--- src/rtl/tpwv_pkg.sv ---
`default_nettype none
// ----------------------------------------------------------------------------
// tpwv_pkg : shared types and constants
// field widths, command and decision codes, and the queued command format
// ----------------------------------------------------------------------------
package tpwv_pkg;

    localparam int FEAT_W      = 32;
    localparam int INDEX_W     = 6;
    localparam int WEIGHT_IN_W = 16;
    localparam int SCORE_W     = 22;
    localparam int MAX_SLOTS   = 2 ** INDEX_W;
    localparam int QUEUE_DEPTH = 2;

    localparam logic [SCORE_W-1:0] SCORE_MAX = {SCORE_W{1'b1}};

    typedef enum logic {
        OP_WRITE    = 1'b0,
        OP_CLASSIFY = 1'b1
    } tpwv_op_t;

    typedef enum logic [1:0] {
        DEC_ZERO      = 2'd0,
        DEC_ONE       = 2'd1,
        DEC_UNDECIDED = 2'd2
    } tpwv_decision_t;

    // decoded command; care_values carries the object bits for a classify
    typedef struct packed {
        tpwv_op_t               op;
        logic                   in_range;
        logic [INDEX_W-1:0]     entry_index;
        logic                   entry_valid;
        logic                   entry_class;
        logic [FEAT_W-1:0]      care_mask;
        logic [FEAT_W-1:0]      care_values;
        logic [WEIGHT_IN_W-1:0] entry_weight;
    } tpwv_cmd_t;

endpackage
`default_nettype wire

--- src/rtl/tpwv_if.sv ---
`default_nettype none
// ----------------------------------------------------------------------------
// tpwv_if : item and result channels
// valid/ready channels carrying the input item and the result item
// ----------------------------------------------------------------------------
interface tpwv_in_if;
    logic        valid;
    logic        ready;
    logic        cmd;
    logic [5:0]  entry_index;
    logic        entry_valid;
    logic        entry_class;
    logic [31:0] care_mask;
    logic [31:0] care_values;
    logic [15:0] entry_weight;
    logic [31:0] object_bits;

    modport source (
        output valid, cmd, entry_index, entry_valid, entry_class,
               care_mask, care_values, entry_weight, object_bits,
        input  ready
    );
    modport sink (
        input  valid, cmd, entry_index, entry_valid, entry_class,
               care_mask, care_values, entry_weight, object_bits,
        output ready
    );
endinterface

`default_nettype wire

--- src/rtl/tpwv_front.sv ---
`default_nettype none
// ----------------------------------------------------------------------------
// tpwv_front : item intake and decode
// takes items while the queue has room, sorts writes from classifies
// ----------------------------------------------------------------------------
module tpwv_front #(
    parameter int NUM_FEATURES = 32,
    parameter int NUM_PATTERNS = 64
) (
    tpwv_in_if.sink              item,
    input  logic                 q_full,
    output logic                 push,
    output tpwv_pkg::tpwv_cmd_t  cmd
);

    localparam int DEPTH = (NUM_PATTERNS < tpwv_pkg::MAX_SLOTS) ?
                           NUM_PATTERNS : tpwv_pkg::MAX_SLOTS;
    localparam logic [tpwv_pkg::FEAT_W-1:0] FEAT_MASK =
        (NUM_FEATURES >= tpwv_pkg::FEAT_W) ? {tpwv_pkg::FEAT_W{1'b1}} :
        tpwv_pkg::FEAT_W'((64'd1 << NUM_FEATURES) - 64'd1);

    assign item.ready = !q_full;
    assign push       = item.valid && !q_full;

    always_comb
    begin
        cmd              = '0;
        cmd.op           = tpwv_pkg::tpwv_op_t'(item.cmd);
        cmd.entry_index  = item.entry_index;
        cmd.in_range     = ({1'b0, item.entry_index} < (tpwv_pkg::INDEX_W + 1)'(DEPTH));
        cmd.entry_valid  = item.entry_valid;
        cmd.entry_class  = item.entry_class;
        cmd.entry_weight = item.entry_weight;
        unique case (cmd.op)
            tpwv_pkg::OP_WRITE:
            begin
                // features past the configured count never take part
                cmd.care_mask   = item.care_mask & FEAT_MASK;
                cmd.care_values = item.care_values;
            end
            tpwv_pkg::OP_CLASSIFY:
            begin
                cmd.care_mask   = '0;
                cmd.care_values = item.object_bits;
            end
            default:
            begin
                cmd.care_mask   = '0;
                cmd.care_values = '0;
            end
        endcase
    end

endmodule
`default_nettype wire

--- src/flat_wrapper.sv ---
// flat-port wrapper written by rule: the top's interface ports become plain ports
module tpwv_front_flat 
#(
    parameter int NUM_FEATURES = 32,
    parameter int NUM_PATTERNS = 64
)
  (q_full, push, cmd, item_valid, item_cmd, item_entry_index, item_entry_valid, item_entry_class, item_care_mask, item_care_values, item_entry_weight, item_object_bits, item_ready);
  tpwv_in_if item_i ();
  input  logic q_full;
  output logic push;
  output tpwv_pkg::tpwv_cmd_t cmd;
  input wire logic [$bits(item_i.valid)-1:0] item_valid;
  input wire logic [$bits(item_i.cmd)-1:0] item_cmd;
  input wire logic [$bits(item_i.entry_index)-1:0] item_entry_index;
  input wire logic [$bits(item_i.entry_valid)-1:0] item_entry_valid;
  input wire logic [$bits(item_i.entry_class)-1:0] item_entry_class;
  input wire logic [$bits(item_i.care_mask)-1:0] item_care_mask;
  input wire logic [$bits(item_i.care_values)-1:0] item_care_values;
  input wire logic [$bits(item_i.entry_weight)-1:0] item_entry_weight;
  input wire logic [$bits(item_i.object_bits)-1:0] item_object_bits;
  output wire logic [$bits(item_i.ready)-1:0] item_ready;
  assign item_i.valid = item_valid;
  assign item_i.cmd = item_cmd;
  assign item_i.entry_index = item_entry_index;
  assign item_i.entry_valid = item_entry_valid;
  assign item_i.entry_class = item_entry_class;
  assign item_i.care_mask = item_care_mask;
  assign item_i.care_values = item_care_values;
  assign item_i.entry_weight = item_entry_weight;
  assign item_i.object_bits = item_object_bits;
  assign item_ready = item_i.ready;
  tpwv_front #(.NUM_FEATURES(NUM_FEATURES), .NUM_PATTERNS(NUM_PATTERNS)) u_core (.item(item_i), .q_full(q_full), .push(push), .cmd(cmd));
endmodule
--- config.mk ---
export PLATFORM = sky130hd
export DESIGN_NAME = tpwv_front_flat
export DESIGN_NICKNAME = d
export VERILOG_FILES = /design/src/rtl/tpwv_pkg.sv /design/src/rtl/tpwv_if.sv /design/src/rtl/tpwv_front.sv /design/src/flat_wrapper.sv
export SDC_FILE = /design/constraint.sdc
export NUM_CORES = 1
export LEC_CHECK = 0
export BUFFER_PORTS_ARGS = -buffer_cell sky130_fd_sc_hd__buf_4
export CORE_AREA = 5 5 80 82
export DETAILED_ROUTE_END_ITERATION = 12
export DIE_AREA = 0 0 85 87
export GPL_ROUTABILITY_DRIVEN = 0
export PLACE_DENSITY = 0.74
export SYNTH_ARGS = -nofsm -noshare
export SYNTH_HDL_FRONTEND = slang
export SYNTH_SLANG_ARGS = --single-unit
--- constraint.sdc ---
create_clock -name vclk -period 0.8
set_input_delay 0.08 -clock vclk [all_inputs]
set_output_delay 0.08 -clock vclk [all_outputs]
set_load 0.005 [all_outputs]
# ---- After elaboration in Yosys (flattened, before gate mapping)
# Index checks and enable logic that the tools add are counted.
# W data, S select, Z words.
dict set report totals {
  latch_bits 0
  in_bits 123
  out_inout_bits 92
  mem_bits_rw 0
  wordCells 4
  regBits 0
  memories 0
  rom_bits 0
}
dict set report op_classes {
  shift 0
  n_lt_le_gt_ge 0
  n_reduce_logical 2
  bitwise 1
  muxes 1
  div_mod_pow 0
  mul 0
  add_sub_neg 0
  eq_ne 0
}
# op n
set ops {}
lappend ops {{$pmux W64 S2} 1}
lappend ops {{$logic_and A1 B1 Y1} 1}
lappend ops {{$logic_not A1 Y1} 1}
lappend ops {{$not A1 Y1} 1}

# ---- Depth between registers and ports, before layout
dict set report depth {
  depth_word 2
  mapped_depth 3
  mapped_depth_nobuf 1
}

# ---- Worst setup path before layout
# No wires, ideal clock.
dict set report synth_timing {
  kind {input port to output port}
  startpoint {input item_cmd}
  endpoint {output cmd[40] (netlist bit)}
  t_required_ns 0.720
  slack_ns 0.061
  arrival_time_ns 0.659
  path_buffers 2
  stages 3
  path_cell_list {buf_6 buf_8 mux2_4}
}
# item line_no
set synth_rtl {}
lappend synth_rtl {{from (decl)} flat_wrapper.sv:13} ;# input wire logic [$bits(item_i.cmd)-1:0] item_cmd;
lappend synth_rtl {{to (decl)} flat_wrapper.sv:11} ;# output tpwv_pkg::tpwv_cmd_t cmd;

==> impl_metrics.env <==
export IMPL_worst_path_buf_inv=4
export IMPL_overflow=0
export IMPL_drive_above_1_share_pct=88.84
export IMPL_die_w_um=85
export IMPL_area_growth_pct=141.9
export IMPL_fill_cells=573
export IMPL_grt_pass1_vias=1294
export IMPL_worst_ep_arrival_time_ns=0.88
export IMPL_finalNetCount=367
export IMPL_hold_buffers=0
export IMPL_drv_slew=0
export IMPL_violations="setup timing"
export IMPL_ir_worst_vdd_v=0.0002463
export IMPL_clock_buffers=0
export IMPL_multiInputGateArea_um2=719.4
export IMPL_detail_route_antenna_nets=0
export IMPL_syn_area_um2=955.9
export IMPL_crit_top_cell="buf_12"
export IMPL_slowest_stage="mux2_4"
export IMPL_met3_usage_pct=2.744
export IMPL_yosys_warnings=0
export IMPL_critPathTopFamily="buffers and inverters"
export IMPL_grt_total_usage_pct=9.758
export IMPL_critPathMaxStageDelay_ns=0.29
export IMPL_grt_first_pass_wirelength_mm=6.037
export IMPL_setup_ws_ns=-0.1589
export IMPL_avgSynthCellArea_um2=9.559
export IMPL_dpl_hpwl_mm=3.621
export IMPL_fin_crit_sh_pct=119.9
export IMPL_drt_iter0_drc=3
export IMPL_cp_cell_sequence="buf_12 -> buf_12 -> buf_4 -> mux2_4 -> buf_6"
export IMPL_fin_util_pct=40.74
export IMPL_die_area_mm2=0.007395
export IMPL_power_total_uw=1270
export IMPL_syn_nets=223
export IMPL_row_count=28
export IMPL_fmax_mhz=1043
export IMPL_wirelength_mm=4.475
export IMPL_finalHoldViolCount=0
export IMPL_antenna_found_initial=0
export IMPL_post_drt_wl_per_cell_um=14.12
export IMPL_yosysUniqueCellTypes=10
export IMPL_p_leak_uw=0.001269
export IMPL_seq_area_um2=0
export IMPL_start_kind="input pin"
export IMPL_busiest_layer="met2"
export IMPL_core_mm2=0.005675
export IMPL_cellPowerDensity_mw_per_mm2=549.5
export IMPL_grtUsageMet2_pct=19.70
export IMPL_seq_cell_count=0
export IMPL_met1_usage_pct=10.21
export IMPL_finalCriticalPeriod_ns=0.9589
export IMPL_fin_tns_setup_ns=-3.271
export IMPL_cp_required_ns=0.72
export IMPL_drt_first_pass_iters=4
export IMPL_grt_setup_unrepaired="yes"
export IMPL_outcome="complete, but fails checks"
export IMPL_io_buffers=166
export IMPL_die_h_um=87
export IMPL_synthCells=100
export IMPL_pre_cts_ws_ns=-0.1624
export IMPL_path_max_fanout=8
export IMPL_io_pin_count=215
export IMPL_finalSetupViolCount=46
export IMPL_num_antenna_cells=0
export IMPL_cp_end_kind="output pin"
export IMPL_yosysSeqAreaShare_pct=0
export IMPL_via_count=1233
export IMPL_hold_class="input pin to output pin"
export IMPL_crit_type="input pin to output pin"
export IMPL_drc_errors=0
export IMPL_grt_max_degree=18
export IMPL_via_per_inst=3.890
export IMPL_drv_cap=0
export IMPL_initial_utilization_pct=16.84
[through the flow]
stage,hold slack [ns],area [µm²],std cells
floorplan,0.1865,955.9,100
global placement,0.1600,2067,311
detailed placement,0.1600,2067,311
CTS,0.1600,2292,318
global route,0.1600,2312,317
finish,0.1600,2312,317
[final cells by class]
cell class / count / share of cell area (%)
multi-input cells: 66 / 31.11
repair buffers: 175 / 64.66
well taps: 75 / 4.058
inverters: 1 / 0.1623
[logic make-up after synthesis]
group / synth area share (%)
multiplexers: 48.69
AND/OR/NAND/NOR: 21.60
buffers and inverters: 29.32
other: 0.3923
[what timing repair did]
item	4_1_cts	5_1_grt
buffers inserted	5	0
setup endpoints to repair	39	64
gates cloned	2	0
gates resized for setup	37	13
hold endpoints to repair	0	0
[synthesized netlist by cell type]
| master | instances | area, µm² |
|---|---|---|
| buf_2 | 3 | 15.01 |
| inv_1 | 1 | 3.750 |
| nor2b_1 | 33 | 206.5 |
| buf_12 | 2 | 40.04 |
| mux2_4 | 28 | 420.4 |
| conb_1 | 1 | 3.750 |
| mux2_2 | 4 | 45.04 |
| buf_6 | 1 | 11.26 |
| buf_8 | 1 | 15.01 |
| buf_4 | 26 | 195.2 |
[placed cells by master (no fill, tap or decap)]
| cell | netlist | final |
|---|---|---|
| mux2_4 | 28 | 29 |
| buf_4 | 26 | 139 |
| buf_16 | 0 | 1 |
| buf_8 | 1 | 1 |
| nor2b_4 | 0 | 4 |
| nor2b_1 | 33 | 25 |
| mux2_2 | 4 | 3 |
| buf_6 | 1 | 31 |
| inv_1 | 1 | 1 |
| buf_12 | 2 | 3 |
| conb_1 | 1 | 1 |
| nor2b_2 | 0 | 4 |
[power by group]
| part | total (µW) | internal (µW) | switching, µW |
|---|---|---|---|
| combinational | 1270 | 920 | 351 |
| sequential | 0 | 0 | 0 |
| clock | 0 | 0 | 0 |
[routing by layer]
metal,wire length (µm),up-vias
met3,565,6
li1,-,581
met2,2398,104
met4,48,0
met5,0,-
met1,1462,542
[path summary, 6_finish.rpt]
kind | startpoint | to | depth (start not counted)
hold / removal | item_entry_weight[5] | cmd[5] | 0
setup / recovery | item_cmd | cmd[46] | 5
(Power assumes the default switching activity.)
