==> config.mk <==
export PLATFORM = sky130hd
export DESIGN_NAME = tpwv_queue
export DESIGN_NICKNAME = d
export VERILOG_FILES = /design/src/rtl/tpwv_pkg.sv /design/src/rtl/tpwv_queue.sv
export SDC_FILE = /design/constraint.sdc
export NUM_CORES = 1
export LEC_CHECK = 0
export CORE_MARGIN = 4
export CORE_UTILIZATION = 55
export DETAILED_ROUTE_END_ITERATION = 6
export DONT_BUFFER_PORTS = 1
export PLACE_DENSITY = 0.78
export SLEW_MARGIN = 20
export SYNTH_ARGS = -nofsm -noshare
export SYNTH_HDL_FRONTEND = slang
export SYNTH_SLANG_ARGS = --single-unit
==> constraint.sdc <==
create_clock -name clk -period 5.5 [get_ports clk]
set_clock_uncertainty 0.05 [all_clocks]
set_input_delay 0.275 -clock clk [delete_from_list [all_inputs] [get_ports clk]]
set_output_delay 0.275 -clock clk [all_outputs]
set_load 0.01 [all_outputs]
==> src/rtl/tpwv_pkg.sv <==
`default_nettype none
// ----------------------------------------------------------------------------
// tpwv_pkg : shared types and constants
// field widths, command and decision codes, and the queued command format
// ----------------------------------------------------------------------------
package tpwv_pkg;

    localparam int FEAT_W      = 32;
    localparam int INDEX_W     = 6;
    localparam int WEIGHT_IN_W = 16;
    localparam int SCORE_W     = 22;
    localparam int MAX_SLOTS   = 2 ** INDEX_W;
    localparam int QUEUE_DEPTH = 2;

    localparam logic [SCORE_W-1:0] SCORE_MAX = {SCORE_W{1'b1}};

    typedef enum logic {
        OP_WRITE    = 1'b0,
        OP_CLASSIFY = 1'b1
    } tpwv_op_t;

    typedef enum logic [1:0] {
        DEC_ZERO      = 2'd0,
        DEC_ONE       = 2'd1,
        DEC_UNDECIDED = 2'd2
    } tpwv_decision_t;

    // decoded command; care_values carries the object bits for a classify
    typedef struct packed {
        tpwv_op_t               op;
        logic                   in_range;
        logic [INDEX_W-1:0]     entry_index;
        logic                   entry_valid;
        logic                   entry_class;
        logic [FEAT_W-1:0]      care_mask;
        logic [FEAT_W-1:0]      care_values;
        logic [WEIGHT_IN_W-1:0] entry_weight;
    } tpwv_cmd_t;

endpackage
`default_nettype wire

==> src/rtl/tpwv_queue.sv <==
`default_nettype none
// ----------------------------------------------------------------------------
// tpwv_queue : command queue
// short fifo between intake and execution
// ----------------------------------------------------------------------------
module tpwv_queue (
    input  logic                 clk,
    input  logic                 rst_n,
    input  logic                 push,
    input  tpwv_pkg::tpwv_cmd_t  push_cmd,
    output logic                 full,
    input  logic                 pop,
    output tpwv_pkg::tpwv_cmd_t  head,
    output logic                 empty
);

    localparam int PTR_W = $clog2(tpwv_pkg::QUEUE_DEPTH);

    tpwv_pkg::tpwv_cmd_t slot_reg [tpwv_pkg::QUEUE_DEPTH];
    logic [PTR_W-1:0]    wr_ptr_reg;
    logic [PTR_W-1:0]    rd_ptr_reg;
    logic [PTR_W:0]      count_reg;

    assign full  = (count_reg == (PTR_W + 1)'(tpwv_pkg::QUEUE_DEPTH));
    assign empty = (count_reg == '0);
    assign head  = slot_reg[rd_ptr_reg];

    always_ff @(posedge clk)
    begin
        if (push)
        begin
            slot_reg[wr_ptr_reg] <= push_cmd;
        end
    end

    always_ff @(posedge clk or negedge rst_n)
    begin
        if (!rst_n)
        begin
            wr_ptr_reg <= '0;
            rd_ptr_reg <= '0;
            count_reg  <= '0;
        end
        else
        begin
            if (push)
            begin
                wr_ptr_reg <= wr_ptr_reg + PTR_W'(1);
            end
            if (pop)
            begin
                rd_ptr_reg <= rd_ptr_reg + PTR_W'(1);
            end
            priority if (push && !pop)
            begin
                count_reg <= count_reg + (PTR_W + 1)'(1);
            end
            else if (pop && !push)
            begin
                count_reg <= count_reg - (PTR_W + 1)'(1);
            end
        end
    end

endmodule
`default_nettype wire

== After elaboration in Yosys (flattened, before gate mapping) ==
Memories as Yosys holds them, arrays and structs flattened.
Cells that the tools add are included.

* RAM bits: 180
* Register bits after elaboration: 4
* Memories kept: 1
* Input port bits: 94

* Add/subtract/negate cells: 4
* Equality and inequality tests: 1
* Multiplexer cells: 4
* Reduce and logical (&&, ||, !) cells: 6

{| class="wikitable"
|+ Memory list
! name !! depth !! width !! rd ports !! clocked after Yosys merged registers in !! wr ports !! RTL line !! text
|-
| slot_reg || 2 || 90 || 1 || 0 || 1 || tpwv_queue.sv:19 || <nowiki>tpwv_pkg::tpwv_cmd_t slot_reg [tpwv_pkg::QUEUE_DEPTH];</nowiki>
|}

{| class="wikitable"
|+ Operators by type and width
! operator !! count
|-
| two-way mux 2 bit || 2
|-
| adder 1 bit (second input constant) || 2
|-
| adder 2 x 1 -> 2 bit (second input constant) || 1
|-
| == test 2 bit (second input constant) || 1
|-
| logical AND 1 bit || 2
|-
| zero test 1 bit || 2
|-
| zero test 2 bit || 1
|-
| two-way mux 1 bit || 2
|-
| nonzero test 2 bit || 1
|-
| subtractor 2 x 1 -> 2 bit (second input constant) || 1
|}

== Logic depth before layout (Yosys ltp) ==
Gate-level depths: netlist (run 1).

* Word-level depth: 4
* Gate-level depth with buffers: 5
* Depth with buffers taken out: 5

== Worst setup path before layout (run 1) ==
OpenSTA, ideal clock, no wires.

* Path kind: reg2reg
* From: register wr_ptr_reg
* To: memory slot_reg[0][0] (netlist name) (enable)
* Slack: 0.511 ns
* Arrival: 4.389 ns
* Period minus slack after synthesis: 4.989 ns
* Library setup time: 0.550 ns
* Required time: 4.900 ns
* Stages on the path, launching flop included: 2
* Cells stage by stage: dfrtp_1 nor2b_1

{| class="wikitable"
|+ RTL lines
! what !! RTL line !! text
|-
| start, declared || tpwv_queue.sv:20 || <nowiki>logic [PTR_W-1:0] wr_ptr_reg;</nowiki>
|-
| start signal, assigned || tpwv_queue.sv:48 || <nowiki>wr_ptr_reg <= wr_ptr_reg + PTR_W'(1);</nowiki>
|-
| end, declared || tpwv_queue.sv:19 ||
|}

No word-level cell before the write port.

==> results of run 1 <==
[critical path, cell delays in order (launching register included)]
cell	delay (ns)
dfrtp_4	0.87
buf_12	0.34
mux2_2	0.42
[through the flow]
stage	hold WS, ns	util	power, mW
6_report	0.07503	0.6992	4.180
5_1_grt	0.06608	0.6992	4.353
4_1_cts	0.04193	0.6992	4.214
3_5_place_dp	-0.07044	0.5693	2.896
3_3_place_gp	-0.07046	0.5676	2.854
2_1_floorplan	-0.07059	-	2.790
[power by group through the flow]
stage / logic [mW] / registers, mW / clock network [mW]
2_1_floorplan: 0.826 / 1.96 / 0
3_3_place_gp: 0.785 / 2.07 / 0
3_5_place_dp: 0.861 / 2.03 / 0
4_1_cts: 0.932 / 2.01 / 1.28
5_1_grt: 0.977 / 2.04 / 1.34
6_report: 0.921 / 2.00 / 1.25
[layout make-up]
type	instances	area (sq um)	area share
multi-input cells	101	1106	0.1317
repair buffers	96	965.9	0.1150
clock inverters	12	162.7	0.01937
inverters	1	3.754	0.0004470
well taps	147	183.9	0.02190
flip-flops and latches	184	5509	0.6560
clock buffers	20	466.7	0.05557
[cells by family after synthesis]
logic type,Yosys count,share of synthesized area
AND/OR/NAND/NOR,5,0.003899
flip-flops,184,0.8168
adder cells (fa/ha/maj),1,0.001856
buffers and inverters,11,0.02060
multiplexers,90,0.1504
XOR/XNOR,5,0.006497
[metal layers]
layer,global-route usage,vias to the layer above,wire [um]
met1,0.1892,1510,4443
met4,0.07965,0,246
met3,0.07033,20,877
met5,0,-,0
li1,-,1384,-
met2,0.3133,116,6718
[final timing paths]
path,to,slack [ns],depth (start not counted)
min reg2reg,count_reg[1],0.49,1
max reg2reg,slot_reg[0][64],3.10,2
max,head[18],3.09,2
max in group asynchronous,rd_ptr_reg,5.13,1
min,rd_ptr_reg,0.08,1
min in group clk,count_reg[0],0.10,2
[cell usage in the layout (no fill, tap or decap)]
cell type / synthesis / layout
edfxtp_1: 180 / 180
dlygate4sd3_1: 0 / 93
mux2_2: 90 / 90
clkbuf_16: 0 / 17
xor2_1: 4 / 4
inv_6: 0 / 3
clkinv_4: 0 / 3
clkbuf_8: 9 / 3
bufinv_16: 0 / 3
dfrtp_1: 4 / 3
nor2_1: 2 / 2
clkinvlp_4: 0 / 2
buf_4: 0 / 2
inv_1: 1 / 1
and2_4: 0 / 1
nor2b_1: 2 / 1
nor2b_4: 0 / 1
xnor2_1: 1 / 1
ha_1: 1 / 1
clkinv_2: 0 / 1
buf_12: 0 / 1
dfrtp_4: 0 / 1
[timing repair]
action,in CTS,in global routing
hold buffers,93,0
setup buffers,0,0
hold endpoints to repair,186,0
==> metrics.md, run 1 <==
| Metric | Value |
|---|---|
| Outcome | finished clean |
| Worst skew pair latency | 0.42 ns |
| WL/cell | 21.90 um |
| Post-synthesis register bit count | 184 |
| Initial antenna violation count | 0 |
| Area leader, netlist | edfxtp_1 |
| WP data required | 5.18 ns |
| Cells after synthesis | 296 |
| Die width | 118.7 um |
| RR Startpoint | wr_ptr_reg |
| Num Clock Sinks | 184 |
| Final worst path period need | 2.407 ns |
| Largest net degree at the start of global routing | 62 |
| Pleak | 2.851 nW |
| Largest register FFs | 180 |
| TritonCTS clock tree | built |
| Antenna cells | 0 |
| Max Cap Viol | 0 |
| Register area share after synthesis | 0.8168 |
| Post-DP Area | 6838 sq um |
| Gate power share | 0.220 |
| Root buffer cell | clkbuf_16 |
| Unrepaired setup endpoints after global routing | false |
| Vias | 3030 |
| Final Routed Wirelength | 12290 um |
| Die area | 14090 sq um |
| Maximum vdd drop | 400.1 uV |
| Max Slew Vio Count | 0 |
| Clock power frac | 0.300 |
| Synth warnings | 0 |
| Synthesized cell area | 6740 sq um |
| Initial Utilization | 0.5611 |
| Post-synth EDFFs | 180 |
| Core area | 12010 sq um |
| Period utilization | 0.4376 |
| Number of I/O pins | 186 |
| Synth top cells by count | 180 x edfxtp_1, 90 x mux2_2, 9 x clkbuf_8 |
| Slew @ Worst Pin | 0.8522 ns |
| Share of cells above drive strength 1 | 0.3092 |
| Crit. Startpoint | rd_ptr_reg |
| Final antenna-violating net count | 0 |
| Synth Area per Inst | 22.77 sq um |
| Synth Flop Type | edfxtp_1 |
| Standard-cell rows | 40 |
| Fillers | 711 |
| Crit end category | output port |
| Arrival time at the worst endpoint | 2.08 ns |
| HPWL after DPL | 7322 um |
| CP Launch Type | flop |
| Grt total ovfl | 0 |
| Slew margin rel. | 0.4307 |
| Dpl cells | 436 |
| Net load switching power | 1.166 mW |
| DP Worst Slack | 3.112 ns |
| Internal power | 3.014 mW |
| Hold Path Class | input pin to async pin |
| DRC errors left | 0 |
| Drt via density | 5.401 |
| Top-count cell post-synth | edfxtp_1 |
| Final-stage net count | 496 |
| Final non-filler cell total | 561 |
| Htree depth | 4 |
| IO Port Bufs | 0 |
| Sw Share | 0.2789 |
| Clock transition at the registers of the reported paths | 0.07 ns |
| Register share of total power | 0.480 |
| DR iter-0 viols | 201 |
| Final setup violating endpoints | 0 |
| Post-route cell area | 8398 sq um |
| Final worst slack | 3.093 ns |
| Final setup TNS | 0 ns |
| Post-CTS resize count | 0 |
| Clock buffer depth | 2 |
| Crit path max fanout | 48 |
| FMAX | 0.4155 GHz |
| Synth top area share | 0.8019 |
| Router iterations before antenna repair | 4 |
| Total track usage | 0.1786 |
| Area grow syn2layout | 24.60% |
| Cell Pwr Density | 497.7 nW/um^2 |
| Number of global-route vias before repair | 3348 |
| Final Hold Fails | 0 |
| Chip Height | 118.7 um |
| TritonCTS buffer count | 17 |
| Global-route wire length before repair | 18770 um |
| Routability Congestion | 0.7248 |
| Syn_nets | 391 |
| Yosys cell types | 12 |
| Post-synth ARST share | 0.02174 |
| Setup CP Type | flop to output port |
| Synth top area cells | edfxtp_1 80%, mux2_2 15%, clkbuf_8 1.8% |
(Power assumes the default switching activity.)
==> run 2, diff against run 1 <==
--- a/config.mk
+++ b/config.mk
@@ -9,7 +9,7 @@
 export CORE_UTILIZATION = 55
 export DETAILED_ROUTE_END_ITERATION = 6
 export DONT_BUFFER_PORTS = 1
-export PLACE_DENSITY = 0.78
+export PLACE_DENSITY = 0.81
 export SLEW_MARGIN = 20
 export SYNTH_ARGS = -nofsm -noshare
 export SYNTH_HDL_FRONTEND = slang
==> constraint.sdc (replaced) <==
create_clock -name clk -period 2.2 [get_ports clk]
set_clock_uncertainty 0.05 [all_clocks]
set_input_delay 0.11 -clock clk [delete_from_list [all_inputs] [get_ports clk]]
set_output_delay 0.11 -clock clk [all_outputs]
set_load 0.01 [all_outputs]
==> run 2 against run 1 <==
Compared with the run above:
- sequential power grew 140%
- routed wire length rose by 3.0%
- combinational power increased to 2.8 times the previous value
- first-iteration DRC count increased by 28%
- critical path depth unchanged
- largest power group unchanged
- largest cell class unchanged
- sequential share of layout area fell by 0.61 points
- critical path type unchanged
- worst setup slack got worse by 2.8 ns
==> metrics.md, run 2 (synthesis gave the netlist of run 1 again) <==
| Metric | Value |
|---|---|
| Root buffer cell | clkbuf_16 (unchanged) |
| Max Cap Viol | 0 (unchanged) |
| Setup CP Type | flop to output port (unchanged) |
| Router iterations before antenna repair | 4 (unchanged) |
| Reg2Reg Setup Slack | 0.66 ns (was 3.10 ns) |
| Commonest cells after routing, fill and taps aside | 180 x edfxtp_1, 94 x dlygate4sd3_1, 90 x mux2_2, 17 x clkbuf_16, 5 x bufinv_16 (was 180 x edfxtp_1, 93 x dlygate4sd3_1, 90 x mux2_2, 17 x clkbuf_16, 4 x xor2_1) |
| Levels on crit path | 2 (unchanged) |
| FMAX | 0.5192 GHz |
| CP top delay family | buffers and inverters (was flip-flops) |
| Max Slew Vio Count | 0 (unchanged) |
| Initial antenna violation count | 1 (was 0) |
| DR iter-0 viols | 258 (was 201) |
| Grt total ovfl | 0 (unchanged) |
| Largest net degree at the start of global routing | 68 (was 62) |
| Fillers | 721 (was 711) |
| Register Area | 5509 sq um (unchanged) |
| RR Startpoint | wr_ptr_reg (unchanged) |
| Outcome | finished clean (unchanged) |
| Slowest CP cell | buf_4 (was dfrtp_4) |
| Clock buffer depth | 2 (unchanged) |
| Hold Path Class | input pin to flop (was input pin to async pin) |
| Num Clock Sinks | 184 (unchanged) |
| Chip Height | 118.7 um (unchanged) |
| Number of I/O pins | 186 (unchanged) |
| Final setup TNS | 0 ns (unchanged) |
| CP Launch Type | flop (unchanged) |
| Final Routed Wirelength | 12650 um (was 12290 um) |
| Multi-input gate area | 1106 sq um (unchanged) |
| HPWL after DPL | 7329 um (was 7322 um) |
| Share of cells above drive strength 1 | 0.3038 (was 0.3092) |
| Global-route wire length before repair | 19600 um (was 18770 um) |
| WL/cell | 22.35 um (was 21.90 um) |
| Unrepaired setup endpoints after global routing | false (unchanged) |
| Die area | 14090 sq um (unchanged) |
| Htree depth | 4 (unchanged) |
| Final worst path period need | 1.926 ns |
| Pleak | 2.876 nW (was 2.851 nW) |
| Worst skew pair latency | 0.42 ns (about the same) |
| Final-stage net count | 500 (was 496) |
| R2R depth | 2 (unchanged) |
| Final antenna-violating net count | 0 (unchanged) |
| Final Hold Fails | 0 (unchanged) |
| Cell Pwr Density | 1250 nW/um^2 (was 497.7 nW/um^2) |
| WP data required | 2.04 ns (was 5.18 ns) |
| Area grow syn2layout | 25.77% (was 24.60%) |
| Final non-filler cell total | 566 (was 561) |
| Crit path max fanout | 41 (was 48) |
| Crit end category | output port (unchanged) |
| CP bufs+invs | 1 (unchanged) |
| Crit. Startpoint | rd_ptr_reg (unchanged) |
| Crit path to | head[87] (was head[18]) |
| Dpl cells | 439 (was 436) |
| Clock transition at the registers of the reported paths | 0.06 ns (was 0.07 ns) |
| Maximum vdd drop | 873.9 uV (was 400.1 uV) |
| Worst R2R End | slot_reg[1][18] (was slot_reg[0][64]) |
| CP cell instances | buf_4 > mux2_2 (was buf_12 > mux2_2) |
| Vias | 3075 (was 3030) |
| Total track usage | 0.1860 (was 0.1786) |
| Arrival time at the worst endpoint | 1.77 ns (was 2.08 ns) |
| Final setup violating endpoints | 0 (unchanged) |
| DRC errors left | 0 (unchanged) |
| TritonCTS clock tree | built (unchanged) |
| Core area | 12010 sq um (unchanged) |
| CP peak stage delay | 0.44 ns (was 0.87 ns) |
| Drt via density | 5.433 (was 5.401) |
| Number of global-route vias before repair | 3480 (was 3348) |
| Largest register FFs | 180 (unchanged) |
| IO Port Bufs | 0 (unchanged) |
| Routability Congestion | 0.7195 (was 0.7248) |
| Commonest non-fill, non-tap cell in the layout | edfxtp_1 (unchanged) |
| Initial Utilization | 0.5611 (unchanged) |
| Die width | 118.7 um (unchanged) |
| Slew @ Worst Pin | 0.5398 ns (was 0.8522 ns) |
| TritonCTS buffer count | 17 (unchanged) |
| Period utilization | 0.8755 |
| Postcts setup bufs | 0 (unchanged) |
| Slew margin rel. | 0.6401 (was 0.4307) |
| Standard-cell rows | 40 (unchanged) |
[run 2: changes by cell type in the layout (fill, tap and decap cells not counted), sizes merged]
cell and change:
bufinv +2, inv -3, clkbuf -1, dlygate4sd3 +1, clkinvlp +1, clkinv +1, diode +1, buf +3
[run 2: repair_timing]
action	CTS	global route
gates resized for setup	0	0
endpoints found under the hold margin	188	0
hold buffers	94	0
[run 2: routing by layer]
layer	track usage	vias up	share of wire
met2	0.3162	129	0.53
met5	0	-	0
li1	-	1393	-
met4	0.07893	0	0.022
met1	0.2099	1530	0.37
met3	0.07129	23	0.072
[run 2: power by group]
part / internal [mW] / leakage, nW / switching [mW]
registers: 4.65 / 1.74 / 0.186
logic: 1.05 / 0.843 / 1.49
clock network: 2.01 / 0.298 / 1.21
total: 7.71 / 2.88 / 2.89
[run 2: per-stage QoR]
step                hold WS, ns  power (mW)  setup slack (ns)  area, sq um    util
floorplan               -0.2356       6.924          -0.03241         6749       -
global placement        -0.2354       7.217            0.7087         6898  0.5743
detailed placement      -0.2354       7.314            0.6519         6898  0.5743
CTS                      0.1252       10.67            0.2453         8474  0.7055
global route             0.1230       11.05            0.1789         8477  0.7057
finish                   0.1316       10.60            0.2740         8477  0.7057
[run 2: how the worst min path moves through the flow]
stage          startpoint               to  cells past startpoint
6_report             push  slot_reg[1][75]                      1
3_5_place_dp        rst_n     count_reg[1]                      0
4_1_cts              push  slot_reg[1][70]                      1
5_1_grt              push  slot_reg[1][70]                      1
2_1_floorplan       rst_n     count_reg[0]                      0
3_3_place_gp        rst_n     count_reg[0]                      0
[run 2: final cells by class]
cell class | count | area share
Tap cell | 147 | 0.02170
Timing Repair Buffer | 100 | 0.1222
Clock buffer | 19 | 0.05107
Antenna cell | 1 | 0.0002952
Inverter | 1 | 0.0004428
Clock inverter | 13 | 0.02391
Multi-Input combinational cell | 101 | 0.1305
Sequential cell | 184 | 0.6499
[run 2: worst reg2reg max path, stage by stage (launching register included)]
cell     delay [ns]
dfrtp_1        0.43
and2_4         0.45
buf_12         0.27
